**src/hw/rtl/sufb_pkg.sv**
```systemverilog
`timescale 1ns / 1ps

package sufb_pkg;

   // Outgoing frame length in bytes and the per-channel receive queue depth.
   localparam int FRAME_SIZE  = 32;
   localparam int QUEUE_DEPTH = 64;
   localparam int NUM_CHAN    = 3;

   localparam int PTR_W  = (QUEUE_DEPTH > 1) ? $clog2(QUEUE_DEPTH) : 1;
   localparam int FILL_W = $clog2(QUEUE_DEPTH + 1);
   localparam int ADDR_W = $clog2(NUM_CHAN * QUEUE_DEPTH);
   localparam int IDX_W  = $clog2(FRAME_SIZE);
   localparam int CNT_W  = $clog2(FRAME_SIZE - 1);
   localparam int POS_W  = $clog2(FRAME_SIZE + 1);

   // The command byte that names UART channel zero; the next two name channels one and two.
   localparam logic [7:0] CMD_BASE = 8'h11;
   localparam logic [7:0] CMD_LAST = 8'h13;

   // Input operation codes.
   localparam logic [1:0] OP_UART_RX  = 2'd0;
   localparam logic [1:0] OP_SPI_BYTE = 2'd1;
   localparam logic [1:0] OP_SPI_END  = 2'd2;

   // Result kinds.
   localparam logic KIND_SPI  = 1'b0;
   localparam logic KIND_UART = 1'b1;

   typedef struct packed {
      logic       hit;
      logic [1:0] port;
   } fwd_type;

endpackage

```
**src/hw/rtl/sufb_if.sv**
```systemverilog
`timescale 1ns / 1ps

interface sufb_req_if;
   logic       valid;
   logic       ready;
   logic [1:0] op;
   logic [1:0] channel;
   logic [7:0] data;

   modport source (output valid, output op, output channel, output data, input ready);
   modport sink (input valid, input op, input channel, input data, output ready);
endinterface

interface sufb_rsp_if;
   logic       valid;
   logic       ready;
   logic       kind;
   logic [1:0] port;
   logic [7:0] byte_out;
   logic       last;

   modport source (output valid, output kind, output port, output byte_out, output last,
                   input ready);
   modport sink (input valid, input kind, input port, input byte_out, input last,
                 output ready);
endinterface

```
**src/hw/rtl/sufb_queue_mem.sv**
```systemverilog
`timescale 1ns / 1ps

// Receive byte store for all channels, one write and one registered read per cycle.
module sufb_queue_mem (
   input  logic                        clock,
   input  logic                        wr_en,
   input  logic [sufb_pkg::ADDR_W-1:0] wr_addr,
   input  logic [7:0]                  wr_data,
   input  logic                        rd_en,
   input  logic [sufb_pkg::ADDR_W-1:0] rd_addr,
   output logic [7:0]                  rd_data
);

   logic [7:0] mem_ff [sufb_pkg::NUM_CHAN * sufb_pkg::QUEUE_DEPTH];
   logic [7:0] rd_data_ff;

   always_ff @(posedge clock) begin
      if (wr_en) begin
         mem_ff[wr_addr] <= wr_data;
      end
   end

   always_ff @(posedge clock) begin
      if (rd_en) begin
         rd_data_ff <= mem_ff[rd_addr];
      end
   end

   assign rd_data = rd_data_ff;

endmodule

```
**src/hw/rtl/sufb_parser.sv**
```systemverilog
`timescale 1ns / 1ps

// Tracks the position, command and length of the incoming SPI frame and
// decides whether the current byte is a data byte to pass on to a UART.
module sufb_parser (
   input  logic              clock,
   input  logic              reset,
   input  logic              byte_en,
   input  logic              frame_end,
   input  logic [7:0]        data,
   output sufb_pkg::fwd_type fwd
);

   logic [sufb_pkg::POS_W-1:0] pos_ff, pos_in;
   logic [7:0]                 cmd_ff, cmd_in;
   logic [7:0]                 len_ff, len_in;
   logic                       in_frame;
   logic                       cmd_ok;

   assign in_frame = 32'(pos_ff) < 32'(sufb_pkg::FRAME_SIZE);

   always_comb begin
      cmd_ok   = cmd_ff inside {[sufb_pkg::CMD_BASE:sufb_pkg::CMD_LAST]};
      fwd.hit  = in_frame && (pos_ff >= sufb_pkg::POS_W'(2)) && cmd_ok
                 && ((32'(pos_ff) - 32'd2) < 32'(len_ff));
      fwd.port = 2'(cmd_ff - sufb_pkg::CMD_BASE);
   end

   always_comb begin
      pos_in = pos_ff;
      cmd_in = cmd_ff;
      len_in = len_ff;
      if (frame_end) begin
         pos_in = '0;
         cmd_in = '0;
         len_in = '0;
      end else if (byte_en && in_frame) begin
         if (pos_ff == '0) begin
            cmd_in = data;
         end else if (pos_ff == sufb_pkg::POS_W'(1)) begin
            len_in = data;
         end
         pos_in = pos_ff + sufb_pkg::POS_W'(1);
      end
   end

   always_ff @(posedge clock) begin
      if (reset) begin
         pos_ff <= '0;
         cmd_ff <= '0;
         len_ff <= '0;
      end else begin
         pos_ff <= pos_in;
         cmd_ff <= cmd_in;
         len_ff <= len_in;
      end
   end

endmodule

```
**src/hw/rtl/spi_uart_frame_bridge.sv**
```systemverilog
`timescale 1ns / 1ps

// Bridge between three UART channels and one SPI link. Each word on req_chan is one
// event: a byte received on a UART channel (op 0), a byte of an incoming SPI frame
// (op 1) or the end of an SPI frame (op 2). UART bytes are queued per channel in a
// shared byte memory and silently dropped when that channel's queue is full. Incoming
// SPI frames are parsed as command, length and data; commands 0x11 to 0x13 send each
// data byte within the length straight to UART channel 0 to 2 as one word on rsp_chan
// with kind 1. A frame-end event clears the parser and sends a full outgoing SPI frame
// of FRAME_SIZE words with kind 0, built from the queue of the channel whose turn it
// is: command, count and up to FRAME_SIZE-2 queued bytes, then zero padding, or all
// zeros when that queue is empty; the turn then moves on to the next channel. The last
// flag marks the final word caused by one event. A frame-end event occupies the block
// while each frame byte in turn goes through a queue memory read and then a load of
// the output register; stalls on rsp_chan add to that. A forwarded byte or frame byte
// sits in an output register, and the next event is only taken once that word is
// taken or being taken on rsp_chan. The queue memory needs no clearing after reset:
// an entry's data is only sent once it was written.
module spi_uart_frame_bridge (
   input  logic        clock,
   input  logic        reset,
   sufb_req_if.sink    req_chan,
   sufb_rsp_if.source  rsp_chan
);

   localparam int PTR_W  = sufb_pkg::PTR_W;
   localparam int FILL_W = sufb_pkg::FILL_W;
   localparam int ADDR_W = sufb_pkg::ADDR_W;
   localparam int IDX_W  = sufb_pkg::IDX_W;
   localparam int CNT_W  = sufb_pkg::CNT_W;

   // Idle takes events; fetch reads the next queue byte; send loads one frame byte.
   typedef enum logic [2:0] {
      ST_IDLE  = 3'b001,
      ST_FETCH = 3'b010,
      ST_SEND  = 3'b100
   } state_type;

   state_type         state_ff, state_in;
   logic [IDX_W-1:0]  idx_ff, idx_in;
   logic [CNT_W-1:0]  cnt_ff, cnt_in;
   logic [1:0]        turn_ff, turn_in;
   logic [PTR_W-1:0]  head_ff [sufb_pkg::NUM_CHAN];
   logic [PTR_W-1:0]  head_in [sufb_pkg::NUM_CHAN];
   logic [FILL_W-1:0] fill_ff [sufb_pkg::NUM_CHAN];
   logic [FILL_W-1:0] fill_in [sufb_pkg::NUM_CHAN];

   // Output register toward rsp_chan.
   logic       out_valid_ff, out_valid_in;
   logic       out_kind_ff, out_kind_in;
   logic [1:0] out_port_ff, out_port_in;
   logic [7:0] out_byte_ff, out_byte_in;
   logic       out_last_ff, out_last_in;
   logic       out_free;
   logic       out_load;

   logic              accept;
   logic              byte_en;
   logic              frame_end;
   sufb_pkg::fwd_type fwd;

   logic              wr_en;
   logic [ADDR_W-1:0] wr_addr;
   logic              rd_en;
   logic [ADDR_W-1:0] rd_addr;
   logic [7:0]        rd_data;

   logic [1:0]        rx_ch;
   logic [PTR_W:0]    slot_sum;
   logic [PTR_W-1:0]  slot;
   logic [PTR_W-1:0]  head_next;
   logic              last_pos;
   logic              data_pos;

   assign out_free       = !out_valid_ff || rsp_chan.ready;
   assign req_chan.ready = (state_ff == ST_IDLE) && out_free;
   assign accept         = req_chan.valid && req_chan.ready;
   assign byte_en        = accept && (req_chan.op == sufb_pkg::OP_SPI_BYTE);
   assign frame_end      = accept && (req_chan.op == sufb_pkg::OP_SPI_END);
   assign rx_ch          = req_chan.channel;

   assign rsp_chan.valid    = out_valid_ff;
   assign rsp_chan.kind     = out_kind_ff;
   assign rsp_chan.port     = out_port_ff;
   assign rsp_chan.byte_out = out_byte_ff;
   assign rsp_chan.last     = out_last_ff;

   sufb_parser u_parser (
      .clock     (clock),
      .reset     (reset),
      .byte_en   (byte_en),
      .frame_end (frame_end),
      .data      (req_chan.data),
      .fwd       (fwd)
   );

   sufb_queue_mem u_queue_mem (
      .clock   (clock),
      .wr_en   (wr_en),
      .wr_addr (wr_addr),
      .wr_data (req_chan.data),
      .rd_en   (rd_en),
      .rd_addr (rd_addr),
      .rd_data (rd_data)
   );

   // Tail slot of the channel being written: head plus fill, wrapped once.
   always_comb begin
      if (rx_ch < 2'd3) begin
         slot_sum = (PTR_W + 1)'(head_ff[rx_ch]) + (PTR_W + 1)'(fill_ff[rx_ch]);
      end else begin
         slot_sum = '0;
      end
      if (32'(slot_sum) >= 32'(sufb_pkg::QUEUE_DEPTH)) begin
         slot = PTR_W'(32'(slot_sum) - 32'(sufb_pkg::QUEUE_DEPTH));
      end else begin
         slot = PTR_W'(slot_sum);
      end
      wr_addr = ADDR_W'(32'(rx_ch) * 32'(sufb_pkg::QUEUE_DEPTH) + 32'(slot));
      rd_addr = ADDR_W'(32'(turn_ff) * 32'(sufb_pkg::QUEUE_DEPTH) + 32'(head_ff[turn_ff]));
      if (32'(head_ff[turn_ff]) + 32'd1 == 32'(sufb_pkg::QUEUE_DEPTH)) begin
         head_next = '0;
      end else begin
         head_next = head_ff[turn_ff] + PTR_W'(1);
      end
      last_pos = 32'(idx_ff) == 32'(sufb_pkg::FRAME_SIZE - 1);
      data_pos = (idx_ff >= IDX_W'(2)) && (32'(idx_ff) < 32'(cnt_ff) + 32'd2);
   end

   always_comb begin
      state_in     = state_ff;
      idx_in       = idx_ff;
      cnt_in       = cnt_ff;
      turn_in      = turn_ff;
      head_in      = head_ff;
      fill_in      = fill_ff;
      out_valid_in = out_valid_ff && !rsp_chan.ready;
      out_kind_in  = out_kind_ff;
      out_port_in  = out_port_ff;
      out_byte_in  = out_byte_ff;
      out_last_in  = out_last_ff;
      out_load     = 1'b0;
      wr_en        = 1'b0;
      rd_en        = 1'b0;

      case (state_ff)
         ST_IDLE: begin
            if (accept) begin
               case (req_chan.op)
                  sufb_pkg::OP_UART_RX: begin
                     if (rx_ch < 2'd3
                         && 32'(fill_ff[rx_ch]) < 32'(sufb_pkg::QUEUE_DEPTH)) begin
                        wr_en          = 1'b1;
                        fill_in[rx_ch] = fill_ff[rx_ch] + FILL_W'(1);
                     end
                  end
                  sufb_pkg::OP_SPI_BYTE: begin
                     if (fwd.hit) begin
                        out_load     = 1'b1;
                        out_valid_in = 1'b1;
                        out_kind_in  = sufb_pkg::KIND_UART;
                        out_port_in  = fwd.port;
                        out_byte_in  = req_chan.data;
                        out_last_in  = 1'b1;
                     end
                  end
                  sufb_pkg::OP_SPI_END: begin
                     // Bytes to take out of the queue for this frame.
                     if (32'(fill_ff[turn_ff]) < 32'(sufb_pkg::FRAME_SIZE - 2)) begin
                        cnt_in = CNT_W'(fill_ff[turn_ff]);
                     end else begin
                        cnt_in = CNT_W'(sufb_pkg::FRAME_SIZE - 2);
                     end
                     idx_in   = '0;
                     state_in = ST_FETCH;
                  end
                  default: begin
                  end
               endcase
            end
         end
         ST_FETCH: begin
            rd_en    = 1'b1;
            state_in = ST_SEND;
         end
         ST_SEND: begin
            if (out_free) begin
               out_load     = 1'b1;
               out_valid_in = 1'b1;
               out_kind_in  = sufb_pkg::KIND_SPI;
               out_port_in  = '0;
               out_last_in  = last_pos;
               out_byte_in  = '0;
               if (cnt_ff != '0) begin
                  if (idx_ff == '0) begin
                     out_byte_in = sufb_pkg::CMD_BASE + 8'(turn_ff);
                  end else if (idx_ff == IDX_W'(1)) begin
                     out_byte_in = 8'(cnt_ff);
                  end else if (data_pos) begin
                     out_byte_in      = rd_data;
                     head_in[turn_ff] = head_next;
                  end
               end
               if (last_pos) begin
                  fill_in[turn_ff] = fill_ff[turn_ff] - FILL_W'(cnt_ff);
                  turn_in          = (turn_ff == 2'd2) ? 2'd0 : turn_ff + 2'd1;
                  state_in         = ST_IDLE;
               end else begin
                  idx_in   = idx_ff + IDX_W'(1);
                  state_in = ST_FETCH;
               end
            end
         end
         default: begin
            state_in = ST_IDLE;
         end
      endcase
   end

   always_ff @(posedge clock) begin
      if (reset) begin
         state_ff     <= ST_IDLE;
         turn_ff      <= '0;
         out_valid_ff <= 1'b0;
         for (int i = 0; i < sufb_pkg::NUM_CHAN; i++) begin
            head_ff[i] <= '0;
            fill_ff[i] <= '0;
         end
      end else begin
         state_ff     <= state_in;
         turn_ff      <= turn_in;
         out_valid_ff <= out_valid_in;
         head_ff      <= head_in;
         fill_ff      <= fill_in;
      end
   end

   always_ff @(posedge clock) begin
      idx_ff      <= idx_in;
      cnt_ff      <= cnt_in;
      out_kind_ff <= out_kind_in;
      out_port_ff <= out_port_in;
      out_byte_ff <= out_byte_in;
      out_last_ff <= out_last_in;
   end

   // A queue never holds more bytes than its depth.
   assert property (@(posedge clock) disable iff (reset)
      32'(fill_ff[0]) <= 32'(sufb_pkg::QUEUE_DEPTH)
      && 32'(fill_ff[1]) <= 32'(sufb_pkg::QUEUE_DEPTH)
      && 32'(fill_ff[2]) <= 32'(sufb_pkg::QUEUE_DEPTH))
      else $error("queue fill beyond depth");

   // The round-robin turn only names existing channels.
   assert property (@(posedge clock) disable iff (reset) turn_ff != 2'd3)
      else $error("turn names a channel that does not exist");

   // A frame byte is only sent right after the memory read that feeds it, or while stalled.
   assert property (@(posedge clock) disable iff (reset)
      (state_ff == ST_SEND) |-> ($past(state_ff) == ST_FETCH || $past(state_ff) == ST_SEND))
      else $error("frame byte sent without a preceding queue read");

   // The final frame byte returns the block to idle and moves the turn on.
   assert property (@(posedge clock) disable iff (reset)
      (state_ff == ST_SEND && out_load && last_pos)
      |=> (state_ff == ST_IDLE && turn_ff != $past(turn_ff)))
      else $error("frame end did not release the block or advance the turn");

   // Events are never taken while a frame is being sent.
   assert property (@(posedge clock) disable iff (reset)
      (state_ff != ST_IDLE) |-> !accept)
      else $error("event accepted during frame send");

endmodule

```
**src/flat_wrapper.sv**
```systemverilog
// flat-port wrapper written by rule: the top's interface ports become plain ports
module spi_uart_frame_bridge_flat 
  (clock, reset, req_chan_valid, req_chan_op, req_chan_channel, req_chan_data, req_chan_ready, rsp_chan_valid, rsp_chan_kind, rsp_chan_port, rsp_chan_byte_out, rsp_chan_last, rsp_chan_ready);
  sufb_req_if req_chan_i ();
  sufb_rsp_if rsp_chan_i ();
  input  logic clock;
  input  logic reset;
  input wire logic [$bits(req_chan_i.valid)-1:0] req_chan_valid;
  input wire logic [$bits(req_chan_i.op)-1:0] req_chan_op;
  input wire logic [$bits(req_chan_i.channel)-1:0] req_chan_channel;
  input wire logic [$bits(req_chan_i.data)-1:0] req_chan_data;
  output wire logic [$bits(req_chan_i.ready)-1:0] req_chan_ready;
  output wire logic [$bits(rsp_chan_i.valid)-1:0] rsp_chan_valid;
  output wire logic [$bits(rsp_chan_i.kind)-1:0] rsp_chan_kind;
  output wire logic [$bits(rsp_chan_i.port)-1:0] rsp_chan_port;
  output wire logic [$bits(rsp_chan_i.byte_out)-1:0] rsp_chan_byte_out;
  output wire logic [$bits(rsp_chan_i.last)-1:0] rsp_chan_last;
  input wire logic [$bits(rsp_chan_i.ready)-1:0] rsp_chan_ready;
  assign req_chan_i.valid = req_chan_valid;
  assign req_chan_i.op = req_chan_op;
  assign req_chan_i.channel = req_chan_channel;
  assign req_chan_i.data = req_chan_data;
  assign req_chan_ready = req_chan_i.ready;
  assign rsp_chan_valid = rsp_chan_i.valid;
  assign rsp_chan_kind = rsp_chan_i.kind;
  assign rsp_chan_port = rsp_chan_i.port;
  assign rsp_chan_byte_out = rsp_chan_i.byte_out;
  assign rsp_chan_last = rsp_chan_i.last;
  assign rsp_chan_i.ready = rsp_chan_ready;
  spi_uart_frame_bridge u_core (.clock(clock), .reset(reset), .req_chan(req_chan_i), .rsp_chan(rsp_chan_i));
endmodule
```
**config.mk**
```make
export PLATFORM = sky130hd
export DESIGN_NAME = spi_uart_frame_bridge_flat
export DESIGN_NICKNAME = d
export VERILOG_FILES = /design/src/hw/rtl/sufb_pkg.sv /design/src/hw/rtl/sufb_if.sv /design/src/hw/rtl/sufb_queue_mem.sv /design/src/hw/rtl/sufb_parser.sv /design/src/hw/rtl/spi_uart_frame_bridge.sv /design/src/flat_wrapper.sv
export SDC_FILE = /design/constraint.sdc
export NUM_CORES = 2
export LEC_CHECK = 0
export CORE_MARGIN = 3
export CORE_UTILIZATION = 45
export CTS_CLUSTER_DIAMETER = 50
export DETAILED_ROUTE_END_ITERATION = 8
export DONT_BUFFER_PORTS = 1
export PLACE_DENSITY = 0.71
export SLEW_MARGIN = 20
export SYNTH_ARGS = -nofsm -noshare
export SYNTH_HDL_FRONTEND = slang
export SYNTH_SLANG_ARGS = --single-unit
```
**constraint.sdc**
```tcl
create_clock -name clock -period 6.9 [get_ports clock]
set_input_delay 1.38 -clock clock [delete_from_list [all_inputs] [get_ports clock]]
set_output_delay 1.38 -clock clock [all_outputs]
set_load 0.01 [all_outputs]
```
==> results.md <==
* Status: finished, final reports clean
* GRT Residual Overflow at 0
* I/O Pins at 30
* Routed length per instance at 25.5 um
* Final Hold Viols at 0
* Detail Placement HPWL at 99.0 mm
* Clock latency on the worst-skew pair at 0.78 ns
* First-pass DRT Iterations at 6
* Largest net degree at the start of global routing at 196
* Critical R2R Capture: u_core.u_queue_mem.rd_data[0]
* Main flop type after synthesis: edfxtp_1
* Initial DRC Count at 5524
* Layout cell share with drive strength beyond 1 at 8.73%
* H-tree Lvls at 4
* Fin crit share at 77.5%
* Max Fanout on Critical Path at 188
* Rows at 141
* Synth Area in Adders at 0.785%
* Post-CTS Setup Bufs at 0
* Min-delay src: u_core.u_parser.len_ff[7]
* CTS Hold Buffers Added at 0
* Die W at 393 um
* Placed cell count at 6565
* TritonCTS Sinks at 1633
* Worst path required time at 7.39 ns
* Synthesized Nets at 4860
* Fraction of the mapped netlist area in compound gates at 6.94%
* Detailed-route via count at 40.9k
* CP startpoint kind: register
* Sequential share of the synthesized area at 71.9%
* Die area at 154000 um2
* Port bufs at 0
* MaxCap Viol Count at 0
* DRC at 0
* Via/cell ratio at 5.97
* Initial antenna violation count at 1
* Worst r2r src: u_core.turn_ff[0]
* Effective utilization at floorplan at 45.4%
* CTS buffer count at 156
* Met1 usage at 29.8%
* Relative slew slack at 12.9%
* Routing usage on met3 at 5.41%
* Mux cell area share after synthesis at 7.37%
* Resized Gates After CTS at 0
* Critical path class: reg2reg
* Post-synthesis async set-or-reset flop share at 0%
* Fmax at 0.187 GHz
* Final setup margin at 1.55 ns
* Post-Layout Inst Area at 74300 um2
* Final max-slew violation count at 0
* Worst hold slack at 0.489 ns
* Setup_tns at 0 ns
* Layout area overhead at 10.3%
* Endpoints failing setup at 0
* Worst Max-Slew Pin Slew at 1.30 ns
* Xor/xnor share of the synthesized area at 0.431%
* Finished Core Util at 50.1%
* Clock Skews at 0.0199 ns
* Total power at 19.4 mW
* Synth Register Bits at 1633
* Critical path endpoint: u_core.u_queue_mem.rd_data[0]
* R2R depth at 10
* Worst EP arrival at 5.84 ns
* Worst vdd ir at 0.232 mV
* Simple-gate share of the synthesized area at 9.90%
* RSZ-0062 raised after global routing: no
* Avg Cell Area, Syn at 14.0 um2
* Die Ht at 393 um
* Cell Pwr Density at 261 nW/um2
* Routability Congestion at 0.907
* CTS tree: built
* Worst slack, placed at 1.22 ns
* M2 GR Usage at 35.2%
* Worst hold path type: reg2reg
* R2R Setup Slk at 1.55 ns
* Fin cells at 6856
* Ys Warns at 0
* Placed Area at 69200 um2
* First-pass GRT wire length at 255 mm
* Final wirelength at 175 mm
* Netlist cell types at 80
* Largest family of logic cells by synthesized area: simple AND/OR/NAND/NOR gates
* Total GRT Usage at 22.3%
* Crit. Startpoint: u_core.turn_ff[0]
* EDFF count, synth at 1566
* CTS Buffer Depth at 3
* P_leak at 24.8 nW
* Fillers at 12.2k
* Crit end category: register
* Clock-pin slew on the worst setup and hold paths at 0.06 ns
* Layout Nets at 4850
* Antenna viol nets, final at 0
* Vias in the first global route at 39.5k
* Clock root buffer: clkbuf_16
* Mapped cell area at 67300 um2
* Top Usage Layer GRT: met2
* Tmin final at 5.35 ns
* Core area at 148000 um2
* Synth Instances at 4803
[critical path: stages, from the launching register on]
cell and delay, ns:
dfxtp_2 0.78, mux2i_2 0.61, o21a_4 0.62, inv_16 0.29, buf_4 0.50, nand2_1 0.15
a31oi_1 0.12, a32oi_1 0.36, o21ai_0 0.45, a32o_1 0.44, o41a_1 0.42
[flip-flops by register name, indices dropped and copies added (netlist names)]
name and flops:
u_core.cnt_ff 5, u_core.fill_ff 21, u_core.head_ff 18, u_core.idx_ff 5, u_core.rsp_chan.byte_out 8, u_core.rsp_chan.kind 1, u_core.rsp_chan.last 1, u_core.rsp_chan.port 2
u_core.rsp_chan.valid 1, u_core.state_ff 3, u_core.turn_ff 2, u_core.u_parser.cmd_ff 8, u_core.u_parser.len_ff 8, u_core.u_parser.pos_ff 6, u_core.u_queue_mem.mem_ff 1536, u_core.u_queue_mem.rd_data 8
[layout by cell type, fill, tap and decap left out, drive strengths merged, types with 63 or more instances in the layout]
cell	count
nand2	912
nor2	307
clkinv	63
buf	133
o22ai	71
mux2i	452
a31oi	87
edfxtp	1566
dfxtp	67
clkbuf	190
nand3	307
a21oi	204
[Yosys cell counts, types with 14 or more instances]
master	number	area, um2
edfxtp_1	1566	47000
nand2_1	912	3420
mux2i_1	450	4500
nand3_1	306	1530
nor2_1	299	1120
a21oi_1	199	996
clkbuf_1	110	413
buf_2	98	490
a31oi_1	87	544
o22ai_1	68	425
dfxtp_1	67	1340
o21ai_0	50	250
a22oi_1	49	368
buf_4	49	368
ha_1	39	488
a32oi_1	37	324
inv_1	37	139
and3_1	30	188
o211ai_1	27	203
a32o_1	25	250
a221oi_1	24	210
a21o_1	23	173
buf_6	23	259
xnor2_1	20	175
buf_1	16	60.1
mux4_2	15	338
a211oi_1	14	105
[kinds of logic after synthesis]
group / after synthesis
and+or+nand+nor: 1605
adders and majority gates: 41
muxes: 474
xor gates and xnor gates: 30
buffers and inverters: 341
AOI/OAI and AO/OA: 679
DFF: 1633
[layer usage]
metal  wire length (um)  share of wire (%)  vias up
met5                  0                  0        -
met2              80700                 46     2391
met1              68300                 39    20200
met3              18600                 11      369
li1                   -                  -    18000
met4               7070                4.0        0
[worst min path at each step]
stage,cells after the start,end,slack [ns]
3_3_place_gp,2,u_core.u_parser.len_ff[7],0.47
3_5_place_dp,2,u_core.u_parser.len_ff[7],0.48
6_report,2,u_core.u_parser.len_ff[7],0.49
4_1_cts,2,u_core.u_parser.len_ff[7],0.49
2_1_floorplan,2,u_core.u_parser.len_ff[6],0.45
5_1_grt,2,u_core.u_parser.len_ff[7],0.51
[power by group]
group	internal, mW	total [mW]	switching, mW	leakage, nW
sequential	10.9	10.9	0.0130	14.6
clock	4.78	8.40	3.62	2.43
combinational	0.0457	0.132	0.0860	7.79
total	15.7	19.4	3.72	24.8
[area by class of cell]
class / instances / area [um2] / area share (%)
sequential: 1633 / 48400 / 65.1
multi-input combinational: 2829 / 17200 / 23.1
clock buffer: 190 / 4190 / 5.64
tap: 1930 / 2410 / 3.25
timing repair buffer: 133 / 1100 / 1.48
clock inverter: 98 / 833 / 1.12
inverter: 40 / 168 / 0.226
antenna: 3 / 7.51 / 0.0101
Note: power is estimated with default switching activity, not from simulation.
